$ cat src/design/cfd_pkg.sv
package cfd_pkg;

    localparam int FRAME_WIDTH_DEF  = 128;
    localparam int FRAME_HEIGHT_DEF = 64;

    localparam int COORD_W = 10;
    localparam int CNT_W   = 9;
    localparam int SEG_W   = 3;

    localparam logic [7:0] CH_SPACE  = 8'h20;
    localparam logic [7:0] CH_VBAR   = 8'h7C;
    localparam logic [7:0] CH_HBAR   = 8'h2D;
    localparam logic [7:0] CH_CORNER = 8'h2B;

    typedef enum logic [2:0] {
        FN_CLEAR  = 3'd0,
        FN_WRITE  = 3'd1,
        FN_SPRITE = 3'd2,
        FN_LINE   = 3'd3,
        FN_BOX    = 3'd4,
        FN_TEXT   = 3'd5,
        FN_READ   = 3'd6
    } t_func;

    typedef logic signed [COORD_W-1:0] t_coord;

    typedef struct packed {
        logic [2:0] func;
        logic [7:0] pos_x;
        logic [7:0] pos_y;
        logic [7:0] end_x;
        logic [7:0] end_y;
        logic [7:0] length;
        logic [7:0] offset_x;
        logic [7:0] offset_y;
        logic [7:0] cell_char;
        logic       vertical;
    } t_cmd;

    // One run of cells: a start cell, a direction, a cell count, the character and a write enable.
    typedef struct packed {
        t_coord           x;
        t_coord           y;
        logic             vert;
        logic [CNT_W-1:0] count;
        logic [7:0]       ch;
        logic             we;
    } t_seg;

endpackage

$ cat src/design/cfd_draw_ctrl.sv
module cfd_draw_ctrl #(
    parameter int FRAME_WIDTH  = 128,
    parameter int FRAME_HEIGHT = 64,
    parameter int ADDR_W       = 13
) (
    input  logic                        i_clk,
    input  logic                        i_rst_n,
    input  logic                        i_start,
    input  cfd_pkg::t_cmd               i_cmd,
    output logic                        o_busy,
    output cfd_pkg::t_cmd               o_cmd,
    output logic [cfd_pkg::SEG_W-1:0]   o_seg_idx,
    input  cfd_pkg::t_seg               i_seg,
    input  logic [cfd_pkg::SEG_W-1:0]   i_last_seg,
    output logic                        o_we,
    output logic [ADDR_W-1:0]           o_waddr,
    output logic [7:0]                  o_wdata,
    output logic [ADDR_W-1:0]           o_raddr,
    input  logic [7:0]                  i_rdata,
    output logic                        o_valid,
    output logic [7:0]                  o_read_char,
    output logic                        o_clipped
);

    import cfd_pkg::*;

    localparam int DEPTH = FRAME_WIDTH * FRAME_HEIGHT;
    localparam logic [ADDR_W-1:0] CLR_LAST = ADDR_W'(DEPTH - 1);

    typedef enum logic [2:0] {
        S_CLEAR,
        S_IDLE,
        S_LOAD,
        S_RUN,
        S_READ,
        S_RDATA
    } t_state;

    t_state           r_state;
    t_cmd             r_cmd;
    logic [SEG_W-1:0] r_seg;
    t_coord           r_cur_x;
    t_coord           r_cur_y;
    logic             r_vert;
    logic [CNT_W-1:0] r_rem;
    logic [7:0]       r_ch;
    logic             r_we;
    logic             r_clip;
    logic [ADDR_W-1:0] r_clr_addr;
    logic             r_clr_reply;
    logic             r_valid;
    logic [7:0]       r_read_char;
    logic             r_clipped;

    logic              put_clip;
    logic [ADDR_W-1:0] put_addr;
    logic              rd_clip;
    logic              put_act;

    assign put_clip = (r_cur_x < t_coord'(0)) || (r_cur_x >= t_coord'(FRAME_WIDTH))
                   || (r_cur_y < t_coord'(0)) || (r_cur_y >= t_coord'(FRAME_HEIGHT));
    assign put_addr = ADDR_W'(r_cur_y[7:0]) * ADDR_W'(FRAME_WIDTH) + ADDR_W'(r_cur_x[7:0]);
    assign put_act  = (r_state == S_RUN) && (r_rem != '0);

    assign rd_clip = (t_coord'({2'b00, r_cmd.pos_x}) >= t_coord'(FRAME_WIDTH))
                  || (t_coord'({2'b00, r_cmd.pos_y}) >= t_coord'(FRAME_HEIGHT));

    assign o_we    = (r_state == S_CLEAR) || (put_act && r_we && !put_clip);
    assign o_waddr = (r_state == S_CLEAR) ? r_clr_addr : put_addr;
    assign o_wdata = (r_state == S_CLEAR) ? CH_SPACE : r_ch;
    assign o_raddr = ADDR_W'(r_cmd.pos_y) * ADDR_W'(FRAME_WIDTH) + ADDR_W'(r_cmd.pos_x);

    assign o_busy      = (r_state != S_IDLE);
    assign o_cmd       = r_cmd;
    assign o_seg_idx   = r_seg;
    assign o_valid     = r_valid;
    assign o_read_char = r_read_char;
    assign o_clipped   = r_clipped;

    always_ff @(posedge i_clk) begin
        if (!i_rst_n) begin
            r_state     <= S_CLEAR;
            r_clr_addr  <= '0;
            r_clr_reply <= 1'b0;
            r_valid     <= 1'b0;
        end else begin
            r_valid <= 1'b0;
            case (r_state)
                S_CLEAR: begin
                    r_clr_addr <= r_clr_addr + ADDR_W'(1);
                    if (r_clr_addr == CLR_LAST) begin
                        r_state    <= S_IDLE;
                        r_clr_addr <= '0;
                        if (r_clr_reply) begin
                            r_valid     <= 1'b1;
                            r_read_char <= '0;
                            r_clipped   <= 1'b0;
                        end
                    end
                end
                S_IDLE: begin
                    if (i_start) begin
                        r_cmd  <= i_cmd;
                        r_clip <= 1'b0;
                        r_seg  <= '0;
                        case (t_func'(i_cmd.func))
                            FN_CLEAR: begin
                                r_state     <= S_CLEAR;
                                r_clr_reply <= 1'b1;
                            end
                            FN_READ: begin
                                r_state <= S_READ;
                            end
                            FN_WRITE, FN_SPRITE, FN_LINE, FN_BOX, FN_TEXT: begin
                                r_state <= S_LOAD;
                            end
                            default: begin
                                r_valid     <= 1'b1;
                                r_read_char <= '0;
                                r_clipped   <= 1'b0;
                            end
                        endcase
                    end
                end
                S_LOAD: begin
                    r_cur_x <= i_seg.x;
                    r_cur_y <= i_seg.y;
                    r_vert  <= i_seg.vert;
                    r_rem   <= i_seg.count;
                    r_ch    <= i_seg.ch;
                    r_we    <= i_seg.we;
                    r_state <= S_RUN;
                end
                S_RUN: begin
                    if (r_rem != '0) begin
                        r_rem <= r_rem - CNT_W'(1);
                        if (r_vert) begin
                            r_cur_y <= r_cur_y + t_coord'(1);
                        end else begin
                            r_cur_x <= r_cur_x + t_coord'(1);
                        end
                        if (put_clip) begin
                            r_clip <= 1'b1;
                        end
                    end else if (r_seg == i_last_seg) begin
                        r_state     <= S_IDLE;
                        r_valid     <= 1'b1;
                        r_read_char <= '0;
                        r_clipped   <= r_clip;
                    end else begin
                        r_seg   <= r_seg + SEG_W'(1);
                        r_state <= S_LOAD;
                    end
                end
                S_READ: begin
                    r_state <= S_RDATA;
                end
                S_RDATA: begin
                    r_state     <= S_IDLE;
                    r_valid     <= 1'b1;
                    r_clipped   <= rd_clip;
                    r_read_char <= rd_clip ? '0 : i_rdata;
                end
                default: begin
                    r_state <= S_IDLE;
                end
            endcase
        end
    end

endmodule

$ cat config.mk
export PLATFORM = sky130hd
export DESIGN_NAME = cfd_draw_ctrl
export DESIGN_NICKNAME = d
export VERILOG_FILES = /design/src/design/cfd_pkg.sv /design/src/design/cfd_draw_ctrl.sv
export SDC_FILE = /design/constraint.sdc
export NUM_CORES = 1
export LEC_CHECK = 0
export ABC_AREA = 1
export BUFFER_PORTS_ARGS = -buffer_cell sky130_fd_sc_hd__clkbuf_2
export CORE_MARGIN = 4
export CORE_UTILIZATION = 44
export DETAILED_ROUTE_END_ITERATION = 7
export GPL_TIMING_DRIVEN = 1
export PLACE_DENSITY_LB_ADDON = 0.25
export RECOVER_POWER = 100
export SKIP_LAST_GASP = 1
export SYNTH_ARGS = -nofsm -noshare
export SYNTH_HDL_FRONTEND = slang
export SYNTH_SLANG_ARGS = --single-unit
$ cat constraint.sdc
create_clock -name i_clk -period 3.7 [get_ports i_clk]
set_clock_uncertainty 0.05 [all_clocks]
set_input_delay 0.37 -clock i_clk [delete_from_list [all_inputs] [get_ports i_clk]]
set_output_delay 0.37 -clock i_clk [all_outputs]
set_load 0.05 [all_outputs]
; ---- After elaboration in Yosys (flattened, before gate mapping)
; Cells that the tools add are included.
[totals]
reg_bits = 138
input_bits = 121
output_inout_bits = 117
elab_cells = 137
[classes]
add_sub_neg = 7
order_cmp = 6
n_eq_ne = 26
muxes = 47
n_reduce_logical = 27
[ops]
columns = cell, n
row1 = $mux 8, 8
row2 = $mux 10, 4
row3 = $pmux 10 s2, 2
row4 = $pmux 8 s4, 1
row5 = $add 13x8->13, 2
row6 = $mux 13, 2
row7 = $add 10x2->10 const B, 2
row8 = $lt 10x1->1 const B, 2
row9 = $mux 3, 6
row10 = $pmux 9 s2, 1
row11 = $ne 2x2->1 const B, 8
row12 = $eq 3x3->1 const B, 5
row13 = $mux 1, 15
row14 = $pmux 3 s5, 1
row15 = $add 13x1->13 const B, 1
row16 = $eq 13x13->1 const B, 1
row17 = $eq 3x2->1 const B, 4
row18 = $reduce_and 4->1, 3
row19 = $ge 10x8->1 const B, 1
row20 = $ge 10x9->1 const B, 1
row21 = $reduce_and 5->1, 2
row22 = $mux 9, 1
row23 = $pmux 3 s3, 1
row24 = $reduce_and 3->1, 3
row25 = other kinds (24), 36

; ---- Longest topological paths before layout
[logic_depth]
depth_word = 7
depth_mapped = 11

; ---- Least setup slack after synthesis
; Ideal clock, no wire load.
[synth_path]
path_kind = register -> register
start = reg r_state[2]
end = reg r_cmd (netlist bit o_cmd[0]), enable pin
setup_time_ps = 484
arrival_time_ps = 3543
path_slack_ps = -378
stages_incl_launch_ff = 6
n_path_buf = 0
synth_period_minus_slack_ps = 4078
path_cell_list = dfxtp_1 inv_2 nand2_1 nor2_1 inv_2 nor3_2
[synth_via]
elab_chain_cells = 2
[synth_rtl]
columns = item, line
row1 = start: declaration, cfd_draw_ctrl.sv:39  ; t_state r_state;
row2 = start signal: assignment, cfd_draw_ctrl.sv:82  ; r_state <= S_CLEAR;
row3 = start signal: assignment, cfd_draw_ctrl.sv:92  ; r_state <= S_IDLE;
row4 = start signal: assignment, cfd_draw_ctrl.sv:108  ; r_state <= S_CLEAR;
row5 = $eq 3x1->1, cfd_draw_ctrl.sv:88  ; case (r_state)
row6 = $reduce_and 3->1 (no source line), --
row7 = end signal: assignment, cfd_draw_ctrl.sv:103  ; r_cmd <= i_cmd;
row8 = end: declaration, cfd_draw_ctrl.sv:40  ; t_cmd r_cmd;
; No other way between the ends.
; A chain may end at the register's enable or synchronous reset.

; ---- Worst setup path after layout
[layout_path]
start = reg r_cur_x[7]
end = out o_waddr[11]
[layout_via]
elab_chain_cells = 2
[layout_rtl]
columns = item, line
row1 = start: declaration, cfd_draw_ctrl.sv:42  ; t_coord r_cur_x;
row2 = start signal: assignment, cfd_draw_ctrl.sv:126  ; r_cur_x <= i_seg.x;
row3 = start signal: assignment, cfd_draw_ctrl.sv:140  ; r_cur_x <= r_cur_x + t_coord'(1);
row4 = $add 13x8->13, cfd_draw_ctrl.sv:62  ; assign put_addr = ADDR_W'(r_cur_y[7:0]) * ADDR_W'(FRAME_WIDTH) + ADDR_W'(r_cur_x[7:0]);
row5 = $mux 13, cfd_draw_ctrl.sv:69  ; assign o_waddr = (r_state == S_CLEAR) ? r_clr_addr : put_addr;
row6 = end: declaration, cfd_draw_ctrl.sv:16  ; output logic [ADDR_W-1:0] o_waddr,
; No other way between the ends.

==> summary.txt <==
Finish
  • Storage cell area: 0.00396 mm²
  • Post-layout utilization of the core: 0.587
  • Multi-input gate area in the final layout: about 0.0018 mm²
  • Proportion of layout cells with a drive suffix above 1: 0.181
  • Count of inserted antenna diode cells: 0
  • Number of nets in the final layout: roughly 940
  • Fillers: ~1300
  • Layout overhead on the synthesized area: 28.2%

Route
  • Routed met3 length: around 910 µm
  • Post-DRT Antenna Nets: 0
  • Detailed-routed wire length on met2: approximately 8.3 mm
  • Highest metal layer with signal wires: met4
  • Pre-Repair DR Iteration Count: 5
  • Via count: 4836
  • Sum of routed wire length over all layers: between 15 and 20 mm
  • Residual DRC count: 0
  • Detail-routed via count per cell: between 4 and 5
  • First DRT Iteration DRCs: just under 300
  • Average routed wire per standard cell: 16.2 µm
  • Length of routed wiring on met1: roughly 6.6 mm

Setup path
  • Cell with the largest stage delay on the worst path: sky130_fd_sc_hd__edfxtp_1
  • Class of the most critical setup path: reg2out
  • Flop2flop setup slack: 0.54 ns
  • Cells along the critical path: ha_1 > inv_1 > fa_1 > o21ai_0 > a21oi_1 > xor2_1 > o21ai_1 > clkbuf_1
  • Maximum cell stage delay along the critical path: ~0.59 ns
  • Reg2reg start: r_state[2]
  • Data arrival time of the critical path: ~2.8 ns
  • Worst setup path startpoint: r_cur_x[7]
  • Required time of the critical path: 3.28 ns
  • Count of cells along the worst register-to-register path: 7
  • CP Buf/Inv Count: 2
  • Capturing element type of the critical path: output pin
  • Startpoint Class: flop
  • Family with the most delay on the worst path: adder cells
  • Reg2reg end: r_cur_x[1]
  • Worst-path maximum fanout: 11

Power and ir drop
  • Leakage component of the power: about 0.0032 µW
  • Internal power component: slightly below 3000 µW
  • Part of the total power dissipated in sequential elements: 0.469
  • Power dissipated by switching net loads: just under 700 µW
  • Peak supply drop: 0.000311 V
  • Switching part of the total power: 0.187
  • Clock power share: 0.500
  • Proportion of power drawn by combinational gates: 0.031
  • PD cells: ~460 mW/mm²

Logic synthesis
  • Sequential cell area fraction in the yosys report: 0.644
  • Total of flip-flops plus latches after synthesis: about 140
  • Mapped Area: 0.00616 mm²
  • Post-Synthesis Mean Instance Area: roughly 11 µm²
  • EDFF count, synth: 120
  • Most used flip-flop cell after synthesis: sky130_fd_sc_hd__edfxtp_1
  • Most frequent cells after synthesis: sky130_fd_sc_hd__edfxtp_1 (120), sky130_fd_sc_hd__nand2_1 (109), sky130_fd_sc_hd__inv_1 (66)
  • Top-area cell type share of the netlist area: 0.585
  • Post-Syn Nets: a little over 700
  • Number of instances in the synthesized netlist: 567
  • Share of synthesized flip-flops with an asynchronous set or reset: 0
  • Dominant cell by count in the synthesized netlist: sky130_fd_sc_hd__edfxtp_1
  • Synthesis warning total: 0
  • Largest area contributor in the netlist: sky130_fd_sc_hd__edfxtp_1
  • Number of different library cells in the post-synthesis netlist: 36
  • Dominant cells by area after synthesis: sky130_fd_sc_hd__edfxtp_1 (59%), sky130_fd_sc_hd__nand2_1 (6.6%), sky130_fd_sc_hd__dfxtp_1 (5.9%)

Floorplanning
  • Starting utilization of the core area: 0.458
  • Die Area: around 0.016 mm²
  • Row count: 42
  • Die Span Y: 126 µm
  • Area of the core: approximately 0.013 mm²
  • Number of placed I/O pins: 238
  • Die Span X: between 100 and 150 µm

STA
  • Worst slew margin relative to its limit: -0.146
  • Number of hold violations in the final report: 0
  • Ratio of final minimum period to clock period: 0.866
  • Post-layout min period: 3.20 ns
  • Endpoints failing setup: 0
  • Final slew viol count: 115
  • Final TNS setup: 0 ns
  • Maximum clock frequency: about 310 MHz
  • Smallest setup slack after layout: 0.496 ns
  • Unrepaired setup endpoints after global routing: no
  • Slew @ Worst Pin: roughly 1.7 ns

Clocking
  • Clock insertion delay at the later pin of the skew report: 0.41 ns
  • Number of buffers on the longest clock path: 2
  • Number of buffers inserted for hold repair after clock tree synthesis: 0
  • Number of clock sinks seen by CTS: ~140
  • Cell at the root of the clock tree: sky130_fd_sc_hd__clkbuf_16
  • Post CTS Setup Buffer Count: 0
  • Clk slew on worst S/H paths: about 0.060 ns
  • TritonCTS clock tree: built
  • Count of instances resized after the clock tree is built: 0
  • Num CTS Buffers: 17
  • Maximum level of the CTS H-tree: 4

Global routing
  • Number of global-route vias before repair: 4821
  • Initial antenna violation count: 0
  • First-pass GRT wire length: around 25 mm
  • Pin count of the biggest net entering global routing: ~70
  • Total routing resource utilization after global routing: 0.198
  • GRT Residual Overflow: 0

Hold path
  • Number of stages on the worst hold path: 1
  • Worst hold-check path type: in2reg
  • Startpoint of the most critical hold path: i_cmd[61]
  • Terminating pin of the worst hold path: o_cmd[61]

Place
  • Port Buffers: 237
  • Placer Congestion: approximately 0.9
  • Post-Place Setup Slack: 1.13 ns
  • Placed wire-length estimate after detailed placement: around 13 mm

Outcome
  • Failing checks: max-capacitance violations, max-slew violations
  • Outcome: finished with violations

Run
  • Number of maximum-capacitance violations: 2
[power groups by stage]
stage | logic (µW) | registers [µW] | clock network [µW]
2_1_floorplan | 40.1 | 1720 | 0
3_3_place_gp | 112 | 1720 | 0
3_5_place_dp | 117 | 1720 | 0
4_1_cts | 118 | 1690 | 1830
5_1_grt | 126 | 1690 | 1920
6_report | 113 | 1690 | 1800
[state kept, by name, indices dropped and copies added, names as in the netlist]
| register | flops |
|---|---|
| o_cmd | 68 |
| r_clr_addr | 13 |
| r_cur_x | 10 |
| r_cur_y | 10 |
| r_rem | 9 |
| o_read_char | 8 |
| r_ch | 8 |
| o_seg_idx | 3 |
| r_state | 3 |
| o_clipped | 1 |
| o_valid | 1 |
| r_clip | 1 |
| r_clr_reply | 1 |
| r_vert | 1 |
| r_we | 1 |
[worst max-delay path by stage]
| stage | end | slack, ns | depth (start not counted) |
|---|---|---|---|
| floorplan | r_clip | 0.66 | 7 |
| finish | o_waddr[11] | 0.50 | 8 |
| detailed placement | r_cur_x[6] | 1.13 | 6 |
| CTS | o_waddr[11] | 0.69 | 8 |
| global route | o_waddr[10] | 0.27 | 6 |
| global placement | o_waddr[11] | 1.23 | 8 |
[area by class of cell]
cell class,count,area share
clock buffers,17,0.0539
clock inverters,14,0.0257
inverters,71,0.0338
multi-input cells,338,0.224
flip-flops and latches,138,0.502
well taps,176,0.0279
repair buffers,241,0.133
[stage by stage]
stage | hold WS (ns) | std cells | area, µm² | total power [µW]
after floorplan | 0.406 | 567 | 6160 | 1760
after global placement | 0.418 | 964 | 7480 | 1840
after detailed placement | 0.439 | 964 | 7480 | 1840
after CTS | 0.0658 | 995 | 8110 | 3640
after global routing | 0.0590 | 995 | 7890 | 3730
final | 0.0826 | 995 | 7890 | 3610
[cell usage in the layout, fill, tap and decap left out, drive strengths merged]
cell,count
nor4,1
nor3b,1
nand3,28
clkbuf,258
a21boi,1
o21bai,2
o21ai,42
nor2,62
clkinv,7
inv,72
fa,1
or2,1
a22o,1
o22ai,1
o211ai,1
edfxtp,120
nor3,9
nand4,8
bufinv,5
a31o,2
clkinvlp,1
dfxtp,18
a21oi,15
o31ai,1
a31oi,6
xor2,17
nand2,111
ha,15
xnor2,12
[logic make-up (layout without fill, tap and decap cells)]
family | count (synthesis) | in the layout | synth area share
and+or+nand+nor | 221 | 221 | 0.155
DFF | 138 | 138 | 0.644
buffers and inverters | 91 | 343 | 0.0624
AOI/OAI and AO/OA | 72 | 72 | 0.0638
xor gates and xnor gates | 29 | 29 | 0.0413
adders and majority gates | 16 | 16 | 0.0337
[metal layers]
layer  GRT usage  up-vias
li1            -     2382
met1       0.238     2258
met2       0.353      178
met3      0.0441       18
met4      0.0688        0
met5           0        -
(Power assumes the default switching activity.)
