==> src/design/cfd_pkg.sv <==
package cfd_pkg;

    localparam int FRAME_WIDTH_DEF  = 128;
    localparam int FRAME_HEIGHT_DEF = 64;

    localparam int COORD_W = 10;
    localparam int CNT_W   = 9;
    localparam int SEG_W   = 3;

    localparam logic [7:0] CH_SPACE  = 8'h20;
    localparam logic [7:0] CH_VBAR   = 8'h7C;
    localparam logic [7:0] CH_HBAR   = 8'h2D;
    localparam logic [7:0] CH_CORNER = 8'h2B;

    typedef enum logic [2:0] {
        FN_CLEAR  = 3'd0,
        FN_WRITE  = 3'd1,
        FN_SPRITE = 3'd2,
        FN_LINE   = 3'd3,
        FN_BOX    = 3'd4,
        FN_TEXT   = 3'd5,
        FN_READ   = 3'd6
    } t_func;

    typedef logic signed [COORD_W-1:0] t_coord;

    typedef struct packed {
        logic [2:0] func;
        logic [7:0] pos_x;
        logic [7:0] pos_y;
        logic [7:0] end_x;
        logic [7:0] end_y;
        logic [7:0] length;
        logic [7:0] offset_x;
        logic [7:0] offset_y;
        logic [7:0] cell_char;
        logic       vertical;
    } t_cmd;

    // One run of cells: a start cell, a direction, a cell count, the character and a write enable.
    typedef struct packed {
        t_coord           x;
        t_coord           y;
        logic             vert;
        logic [CNT_W-1:0] count;
        logic [7:0]       ch;
        logic             we;
    } t_seg;

endpackage

==> src/design/cfd_seg_decode.sv <==
module cfd_seg_decode (
    input  cfd_pkg::t_cmd               i_cmd,
    input  logic [cfd_pkg::SEG_W-1:0]   i_seg,
    output cfd_pkg::t_seg               o_seg,
    output logic [cfd_pkg::SEG_W-1:0]   o_last_seg
);

    import cfd_pkg::*;

    localparam logic [SEG_W-1:0] SEG_RUN_A     = 3'd0;
    localparam logic [SEG_W-1:0] SEG_RUN_B     = 3'd1;
    localparam logic [SEG_W-1:0] SEG_RUN_C     = 3'd2;
    localparam logic [SEG_W-1:0] SEG_RUN_D     = 3'd3;
    localparam logic [SEG_W-1:0] SEG_CORNER_TL = 3'd4;
    localparam logic [SEG_W-1:0] SEG_CORNER_TR = 3'd5;
    localparam logic [SEG_W-1:0] SEG_CORNER_BL = 3'd6;
    localparam logic [SEG_W-1:0] SEG_CORNER_BR = 3'd7;
    localparam logic [SEG_W-1:0] SEG_LINE_RUN  = 3'd0;
    localparam logic [SEG_W-1:0] SEG_LINE_END  = 3'd1;
    localparam logic [SEG_W-1:0] SEG_LINE_HEAD = 3'd2;

    t_coord           px, py, ex, ey, len, ox, oy;
    logic [CNT_W-1:0] hcnt, vcnt;

    assign px  = t_coord'({2'b00, i_cmd.pos_x});
    assign py  = t_coord'({2'b00, i_cmd.pos_y});
    assign ex  = t_coord'({2'b00, i_cmd.end_x});
    assign ey  = t_coord'({2'b00, i_cmd.end_y});
    assign len = t_coord'({2'b00, i_cmd.length});
    assign ox  = t_coord'({2'b00, i_cmd.offset_x});
    assign oy  = t_coord'({2'b00, i_cmd.offset_y});

    assign hcnt = (i_cmd.end_x >= i_cmd.pos_x)
                ? ({1'b0, i_cmd.end_x} - {1'b0, i_cmd.pos_x} + CNT_W'(1)) : '0;
    assign vcnt = (i_cmd.end_y >= i_cmd.pos_y)
                ? ({1'b0, i_cmd.end_y} - {1'b0, i_cmd.pos_y} + CNT_W'(1)) : '0;

    always_comb begin
        o_seg.x     = px;
        o_seg.y     = py;
        o_seg.vert  = 1'b0;
        o_seg.count = CNT_W'(1);
        o_seg.ch    = i_cmd.cell_char;
        o_seg.we    = 1'b1;
        o_last_seg  = '0;
        case (t_func'(i_cmd.func))
            FN_SPRITE: begin
                o_seg.x  = px + ox;
                o_seg.y  = py + oy;
                o_seg.we = (i_cmd.cell_char != CH_SPACE);
            end
            FN_TEXT: begin
                if (i_cmd.vertical) begin
                    o_seg.y = py + ox;
                end else begin
                    o_seg.x = px + ox;
                end
            end
            FN_LINE: begin
                o_last_seg = SEG_LINE_HEAD;
                o_seg.ch   = CH_CORNER;
                case (i_seg)
                    SEG_LINE_RUN: begin
                        o_seg.vert  = i_cmd.vertical;
                        o_seg.count = {1'b0, i_cmd.length};
                        o_seg.ch    = i_cmd.vertical ? CH_VBAR : CH_HBAR;
                    end
                    SEG_LINE_END: begin
                        if (i_cmd.vertical) begin
                            o_seg.y = py + len;
                        end else begin
                            o_seg.x = px + len - t_coord'(1);
                        end
                    end
                    default: begin
                    end
                endcase
            end
            FN_BOX: begin
                o_last_seg = SEG_CORNER_BR;
                o_seg.ch   = CH_CORNER;
                case (i_seg)
                    SEG_RUN_A: begin
                        o_seg.count = hcnt;
                        o_seg.ch    = CH_HBAR;
                    end
                    SEG_RUN_B: begin
                        o_seg.y     = ey;
                        o_seg.count = hcnt;
                        o_seg.ch    = CH_HBAR;
                    end
                    SEG_RUN_C: begin
                        o_seg.vert  = 1'b1;
                        o_seg.count = vcnt;
                        o_seg.ch    = CH_VBAR;
                    end
                    SEG_RUN_D: begin
                        o_seg.x     = ex;
                        o_seg.vert  = 1'b1;
                        o_seg.count = vcnt;
                        o_seg.ch    = CH_VBAR;
                    end
                    SEG_CORNER_TL: begin
                    end
                    SEG_CORNER_TR: begin
                        o_seg.x = ex;
                    end
                    SEG_CORNER_BL: begin
                        o_seg.y = ey;
                    end
                    SEG_CORNER_BR: begin
                        o_seg.x = ex;
                        o_seg.y = ey;
                    end
                    default: begin
                    end
                endcase
            end
            default: begin
            end
        endcase
    end

endmodule

==> config.mk <==
export PLATFORM = sky130hd
export DESIGN_NAME = cfd_seg_decode
export DESIGN_NICKNAME = d
export VERILOG_FILES = /design/src/design/cfd_pkg.sv /design/src/design/cfd_seg_decode.sv
export SDC_FILE = /design/constraint.sdc
export NUM_CORES = 1
export LEC_CHECK = 0
export BUFFER_PORTS_ARGS = -buffer_cell sky130_fd_sc_hd__buf_4
export CAP_MARGIN = 15
export CORE_MARGIN = 2
export CORE_UTILIZATION = 30
export DETAILED_ROUTE_END_ITERATION = 8
export REMOVE_ABC_BUFFERS = 1
export SETUP_SLACK_MARGIN = 0.1
export SYNTH_ARGS = -nofsm -noshare
export SYNTH_HDL_FRONTEND = slang
export SYNTH_SLANG_ARGS = --single-unit
==> constraint.sdc <==
create_clock -name vclk -period 2.4
set_input_delay 0.24 -clock vclk [all_inputs]
set_output_delay 0.24 -clock vclk [all_outputs]
set_load 0.1 [all_outputs]
== Yosys cells after proc, flatten, opt, wreduce, memory -nomap -nowiden ==
Cells that the tools add are included.
Word-level totals
  bits in registers: 0
  bits of input ports: 71
  output and inout port bits: 42
  word-level logic and storage cells: 45
Operators by class
  reduce and logical (&&, ||, !) cells: 5
  multiplexer cells: 17
  add/subtract/negate cells: 10
  $lt $le $gt $ge: 2
  equal/unequal tests: 11
Operators by type and width (number)
  $pmux 20 s4: 1
  $add 8x8->9: 5
  $mux 9: 5
  $pmux 18 s2: 1
  $pmux 17 s2: 1
  $mux 20: 1
  $add 9x1->9 const B: 2
  $mux 18: 1
  $sub 8x8->9: 2
  $ge 8x8->1: 2
  $mux 8: 2
  $eq 3x3->1 const B: 5
  $eq 3x2->1 const B: 4
  $mux 10: 1
  $sub 9x1->10 const B: 1
  $ne 8x6->1 const B: 1
  $mux 7: 1
  $pmux 3 s2: 1
  $reduce_or 3->1: 2
  $reduce_or 2->1: 2
  $eq 3x1->1 const B: 1
  $logic_not 3->1: 1
  $mux 1: 2

== Depth between registers and ports, before layout ==
Gate-level depths: netlist (run 1).
  depth in word-level cells: 5
  mapped depth: 13
  depth with buffers taken out: 13

== Least setup slack after synthesis (run 1) ==
OpenSTA, ideal clock, no wires.
  kind: input-to-output
  from: in i_cmd[58] (netlist name)
  to: out o_seg[38] (netlist name)
  data arrival time: 5.028 ns
  buffers on the path: 0
  setup slack: -2.868 ns
  stages: 11
  data required time: 2.160 ns
  cell sequence: inv_1 > ha_1 > inv_1 > ha_1 > fa_1 > a21o_1 > a21oi_1 > o21bai_1 > a21oi_1 > nor2b_1 > nor4b_1
RTL lines
  start: declaration: RTL line cfd_seg_decode.sv:2  | input cfd_pkg::t_cmd i_cmd,
  end: declaration: RTL line cfd_seg_decode.sv:4  | output cfd_pkg::t_seg o_seg,

==> impl_metrics.yaml, run 1 <==
timing:
  worst_slack_ns: -0.414
  setup_viol: 10
  slew_headroom: 0.619
  period_share: 1.17
  worstMarginPinSlew_ns: 0.570
  period_needed_ns: 2.81
  max_clock_freq_mhz: 355
  finalHoldViolCount: 0
  rsz0062_at_grt: "yes"
  maxSlewViolCount: 0
  tns_ns: -2.33
route:
  dr.first_iter.drc_count: 400
  num_vias: 4770
  wl_per_cell_um: 18.0
  viasPerCell: 5.20
  ant_nets: 0
  firstDrtPassIters: 7
  wirelength_mm: 16.5
  drc: 0
worst_hold_path:
  hold_class: "in2out"
  min_path_cells: 4
  min_from: "i_cmd[7]"
  holdPathEnd: "o_seg[7]"
final_layout:
  design.seq.count: 0
  seq_area_sq_um: 0
  utilization: 0.560
  fillers: 1146
  final_nets: 916
  final_cell_mix: "buf_4 (185), inv_1 (59), ha_1 (56), nand2_1 (47), nor2_1 (31)"
  insertedDiodeCount: 0
  area_delta_synth_final_pct: 80.9
  multi_input_area_sq_um: 4100
  layout_commonest_cell: "buf_4"
  fin_area_sq_um: 6780
  drive_gt1_frac: 0.498
  nClkBuffers: 0
floorplanning:
  boundaryPins: 113
  start_util: 0.310
  die_x_um: 116
  fp-row-count: 40
  die_h_um: 116
  design.die.area_sq_um: 13400
  coreArea_sq_um: 12100
grt:
  grt_max_degree: 15
  grt_pass1_vias: 4772
  grtUsageTotal: 0.239
  grt-ovfl-total: 0
  antenna_found_initial: 0
  grt_pass1_wl_mm: 25.1
critical_path:
  required_ns: 2.16
  worstPathArrival_ns: 2.57
  cp_max_fo: 2
  cp-start-kind: "primary input"
  critical_path_class: "in2out"
  cp-end-kind: "primary output"
placed_design:
  dp_slack_ns: -0.573
  placed_area_sq_um: 5520
  port_buffers: 112
  dp_hpwl_mm: 13.4
  gp_congestion: 0.872
synth:
  synth-adder-area-share: 0.340
  synth-compound-area-share: 0.282
  syn_inst: 521
  synth-xor-area-share: 0.0841
  synth.distinct_cells: 58
  yosysWarnings: 0
  synth-simple-area-share: 0.194
  synth_top_family_by_area: "adder cells"
  ys_seq_area_frac: 0
  synth_mux_area_frac: 0.00267
  syn_area_sq_um: 3750
  avgSynthCellArea_sq_um: 7.20
power_and_ir_drop:
  peakVddDrop_v: 0.000175
  p_leak_nw: 3.24
  power_density_nw_per_um2: 318
status:
  violations: "setup timing"
  run_status: "finished, violations left"
flow_run:
  maxCapViolCount: 0
-- power breakdown --
group	switching [mW]	internal (mW)	total, mW
Combinational	1.22	0.941	2.16
Sequential	0	0	0
Clock	0	0	0
-- routing by layer --
metal	vias to the layer above	part of all wire	GRT usage	wire length, um
met2	194	0.49	0.420	8100
met4	0	0.022	0.0429	364
met1	2245	0.43	0.325	7090
li1	2301	-	-	-
met3	30	0.059	0.0188	968
met5	-	0	0	0
-- critical path, stage by stage --
cell	delay, ns
buf_8	0.11
buf_6	0.12
ha_4	0.21
inv_2	0.06
ha_4	0.12
inv_2	0.03
fa_2	0.36
inv_2	0.08
a211oi_2	0.07
o31ai_1	0.24
a21oi_1	0.12
xor2_1	0.15
o22ai_1	0.21
a22o_1	0.25
buf_12	0.19
-- timing repair --
| action | in CTS | in global routing |
|---|---|---|
| hold buffers | 0 | 0 |
| pin swaps | 94 | 76 |
| setup endpoints to repair | 24 | 25 |
| gates resized for setup | 173 | 80 |
| buffers inserted | 21 | 6 |
-- final cells by class --
type / instances / share of cell area
multi-input combinational: 433 / 0.604
timing repair buffer: 238 / 0.318
inverter: 78 / 0.0470
tap: 168 / 0.0310
-- worst max-delay path by stage --
stage                     startpoint        end  slack (ns)  cells past startpoint
final                      i_cmd[58]  o_seg[16]       -0.41                     15
after global routing       i_cmd[58]  o_seg[16]       -0.49                     15
after CTS                  i_cmd[58]  o_seg[38]       -0.35                     13
after detailed placement   i_cmd[58]  o_seg[16]       -0.57                     15
after global placement     i_cmd[26]  o_seg[38]       -0.50                     13
after floorplan            i_cmd[66]   o_seg[2]       -3.10                      7
-- per-stage QoR --
stage          total power, mW  hold slack [ns]  instances
5_1_grt                   2.30            0.936        917
4_1_cts                   1.97            0.912        916
3_3_place_gp              1.69            0.908        897
3_5_place_dp              1.72            0.908        897
6_report                  2.16            0.913        917
2_1_floorplan             1.10            0.921        511
-- Yosys cell counts (all sizes together), types with 10 or more instances --
cell type | number | share of area
nor3 | 12 | 0.016
xor2 | 13 | 0.030
xnor2 | 23 | 0.054
a22oi | 10 | 0.020
nand2 | 48 | 0.048
nor2 | 36 | 0.040
o21ai | 28 | 0.039
o22ai | 12 | 0.024
inv | 78 | 0.078
fa | 13 | 0.069
nand3 | 15 | 0.021
a21o | 14 | 0.028
ha | 81 | 0.27
a21oi | 33 | 0.046
-- cell families after synthesis --
| logic type | after synthesis |
|---|---|
| other | 1 |
| adder cells (fa/ha/maj) | 94 |
| multiplexers | 1 |
| AND/OR/NAND/NOR | 150 |
| AO/OA/AOI/OAI | 151 |
| XOR/XNOR | 36 |
| buffers and inverters | 88 |
No activity file was read; power rests on OpenSTA's default activity.
==> run 2: changes to the inputs <==
--- a/config.mk
+++ b/config.mk
@@ -5,6 +5,7 @@
 export SDC_FILE = /design/constraint.sdc
 export NUM_CORES = 1
 export LEC_CHECK = 0
+export ABC_AREA = 1
 export BUFFER_PORTS_ARGS = -buffer_cell sky130_fd_sc_hd__buf_4
 export CAP_MARGIN = 15
 export CORE_MARGIN = 2
@@ -12,6 +13,8 @@
 export DETAILED_ROUTE_END_ITERATION = 8
 export REMOVE_ABC_BUFFERS = 1
 export SETUP_SLACK_MARGIN = 0.1
+export SKIP_LAST_GASP = 1
+export SLEW_MARGIN = 20
 export SYNTH_ARGS = -nofsm -noshare
 export SYNTH_HDL_FRONTEND = slang
 export SYNTH_SLANG_ARGS = --single-unit
==> run 2 against run 1 <==
The flow now finishes without violations. Final cell count is 26% higher. Combinational power is 6% lower. Setup slack better by 0.45 ns. Core utilization is 8.6 points lower. Fmax is 19% higher. Sequential cell count stayed put. Sequential share of layout area stayed put. Area after synthesis is 19% higher. Critical path type unchanged. Largest cell class unchanged. Highest routed layer unchanged.
==> impl_metrics.yaml, run 2 <==
status:
  run_status: "finished, final reports clean"
critical_path:
  required_ns: 2.16
  worstPathArrival_ns: 2.12
  slowest_delay_ns: 0.61
  cp_max_fo: 3
  worstPathCellList: "buf_6 -> inv_6 -> ha_4 -> fa_2 -> nand2_4 -> nor3_4 -> nand2_1 -> nand3_1 -> nand2_1 -> inv_1 -> nand2_2 -> a21oi_2 -> buf_8"
  critical_path_class: "in2out"
  cp_slowest_cell: "fa_2"
  cp-start-kind: "primary input"
  cp_common_cell: "nand2_1"
  cp-end-kind: "primary output"
route:
  drc: 0
  wl_per_cell_um: 15.2
  wirelength_mm: 17.6
  dr.first_iter.drc_count: 494
  num_vias: 5667
  viasPerCell: 4.90
  firstDrtPassIters: 5
  ant_nets: 0
final_layout:
  area_delta_synth_final_pct: 54.0
  drive_gt1_frac: 0.354
  final_nets: 1140
  seq_area_sq_um: 0
  utilization: 0.474
  fillers: 1562
  final_cell_mix: "nand2_1 (198), buf_4 (155), inv_1 (142), ha_1 (58), nand3_1 (55)"
  fin_area_sq_um: 6900
  design.seq.count: 0
  layout_commonest_cell: "nand2_1"
  insertedDiodeCount: 0
  nClkBuffers: 0
  layout.cells.non_filler: 1157
synth:
  syn_inst: 787
  yosysWarnings: 0
  syn_area_sq_um: 4480
  synth.distinct_cells: 44
  synth_top_area_cell: "ha_1"
  netlist.area_leader.share: 0.226
  avgSynthCellArea_sq_um: 5.69
  synth_area_leaders: "ha_1 (23%), nand2_1 (19%), inv_1 (14%)"
  netlist_top_cells_count: "nand2_1 (222), inv_1 (171), ha_1 (81)"
  ys_seq_area_frac: 0
  yosysMostFrequentCell: "nand2_1"
grt:
  grt-ovfl-total: 0
  grt_max_degree: 12
  grt_pass1_vias: 5242
  antenna_found_initial: 0
  grt_pass1_wl_mm: 27.0
  grtUsageTotal: 0.210
timing:
  finalHoldViolCount: 0
  setup_viol: 0
  tns_ns: 0
  rsz0062_at_grt: "yes"
  worst_slack_ns: 0.0353
  fin_hold_ws_ns: 0.915
  max_clock_freq_mhz: 423
  maxSlewViolCount: 0
  period_needed_ns: 2.36
  period_share: 0.985
placed_design:
  placed_cells: 1149
  port_buffers: 112
  dp_slack_ns: -0.145
  placed_area_sq_um: 6050
  gp_congestion: 0.990
  dp_hpwl_mm: 15.1
floorplanning:
  die_x_um: 126
  fp-row-count: 44
  start_util: 0.308
  coreArea_sq_um: 14500
  die_h_um: 126
  boundaryPins: 113
  design.die.area_sq_um: 15900
power_and_ir_drop:
  peakVddDrop_v: 0.000293
  finalPower_mw: 2.03
  power_density_nw_per_um2: 295
  p_leak_nw: 3.76
clock_network:
  postCtsHoldBufs: 0
flow_run:
  maxCapViolCount: 0
worst_hold_path:
  hold_class: "in2out"
==> run 2: changes by cell type in the layout (fill, tap and decap cells not counted), moves of 13 or more <==
cell,delta
a21oi_1,+23
nand4_1,+25
inv_2,+17
nand2_2,+27
buf_6,-16
xnor2_1,-13
nand3_2,+13
buf_4,-30
inv_1,+83
nand2_1,+151
nand3_1,+42
==> run 2: final cells by class <==
cell class | count | area, sq um | share of cell area
Timing Repair Buffer | 189 | 1680 | 0.244
Multi-Input combinational cell | 602 | 4250 | 0.617
Tap cell | 184 | 230 | 0.0334
Inverter | 182 | 729 | 0.106
==> run 2: repair_timing <==
action,CTS,global route
setup buffers,5,4
endpoints found under the setup margin,19,22
gates resized for setup,102,116
pin swaps,30,54
==> run 2: final timing paths <==
| check | cells after the start | from | to |
|---|---|---|---|
| max | 13 | i_cmd[55] | o_seg[17] |
| min | 4 | i_cmd[7] | o_seg[7] |
==> run 2: cells by family after synthesis <==
family	Yosys count	share of synthesized area
AOI/OAI and AO/OA	104	0.136
xor gates and xnor gates	12	0.0235
adders and majority gates	94	0.284
buffers and inverters	185	0.159
other	1	0.000837
and+or+nand+nor	391	0.397
==> run 2: critical path: cells and delay by family <==
family | cells | cell delay, ns
buffers and inverters | 4 | 0.42
adders and majority gates | 2 | 0.77
and+or+nand+nor | 6 | 0.54
AOI/OAI and AO/OA | 1 | 0.16
==> run 2: layer usage <==
metal	part of all wire	routed length (um)	vias to the layer above	global-route usage
met5	0	0	-	0
met4	0.010	183	0	0.00970
met3	0.051	901	14	0.00595
met2	0.47	8250	182	0.367
met1	0.47	8260	2567	0.304
li1	-	-	2904	-
==> run 2: power by group <==
part / total (mW) / internal (mW) / switching [mW]
Clock: 0 / 0 / 0
Sequential: 0 / 0 / 0
Combinational: 2.03 / 0.765 / 1.27
Total: 2.03 / 0.765 / 1.27
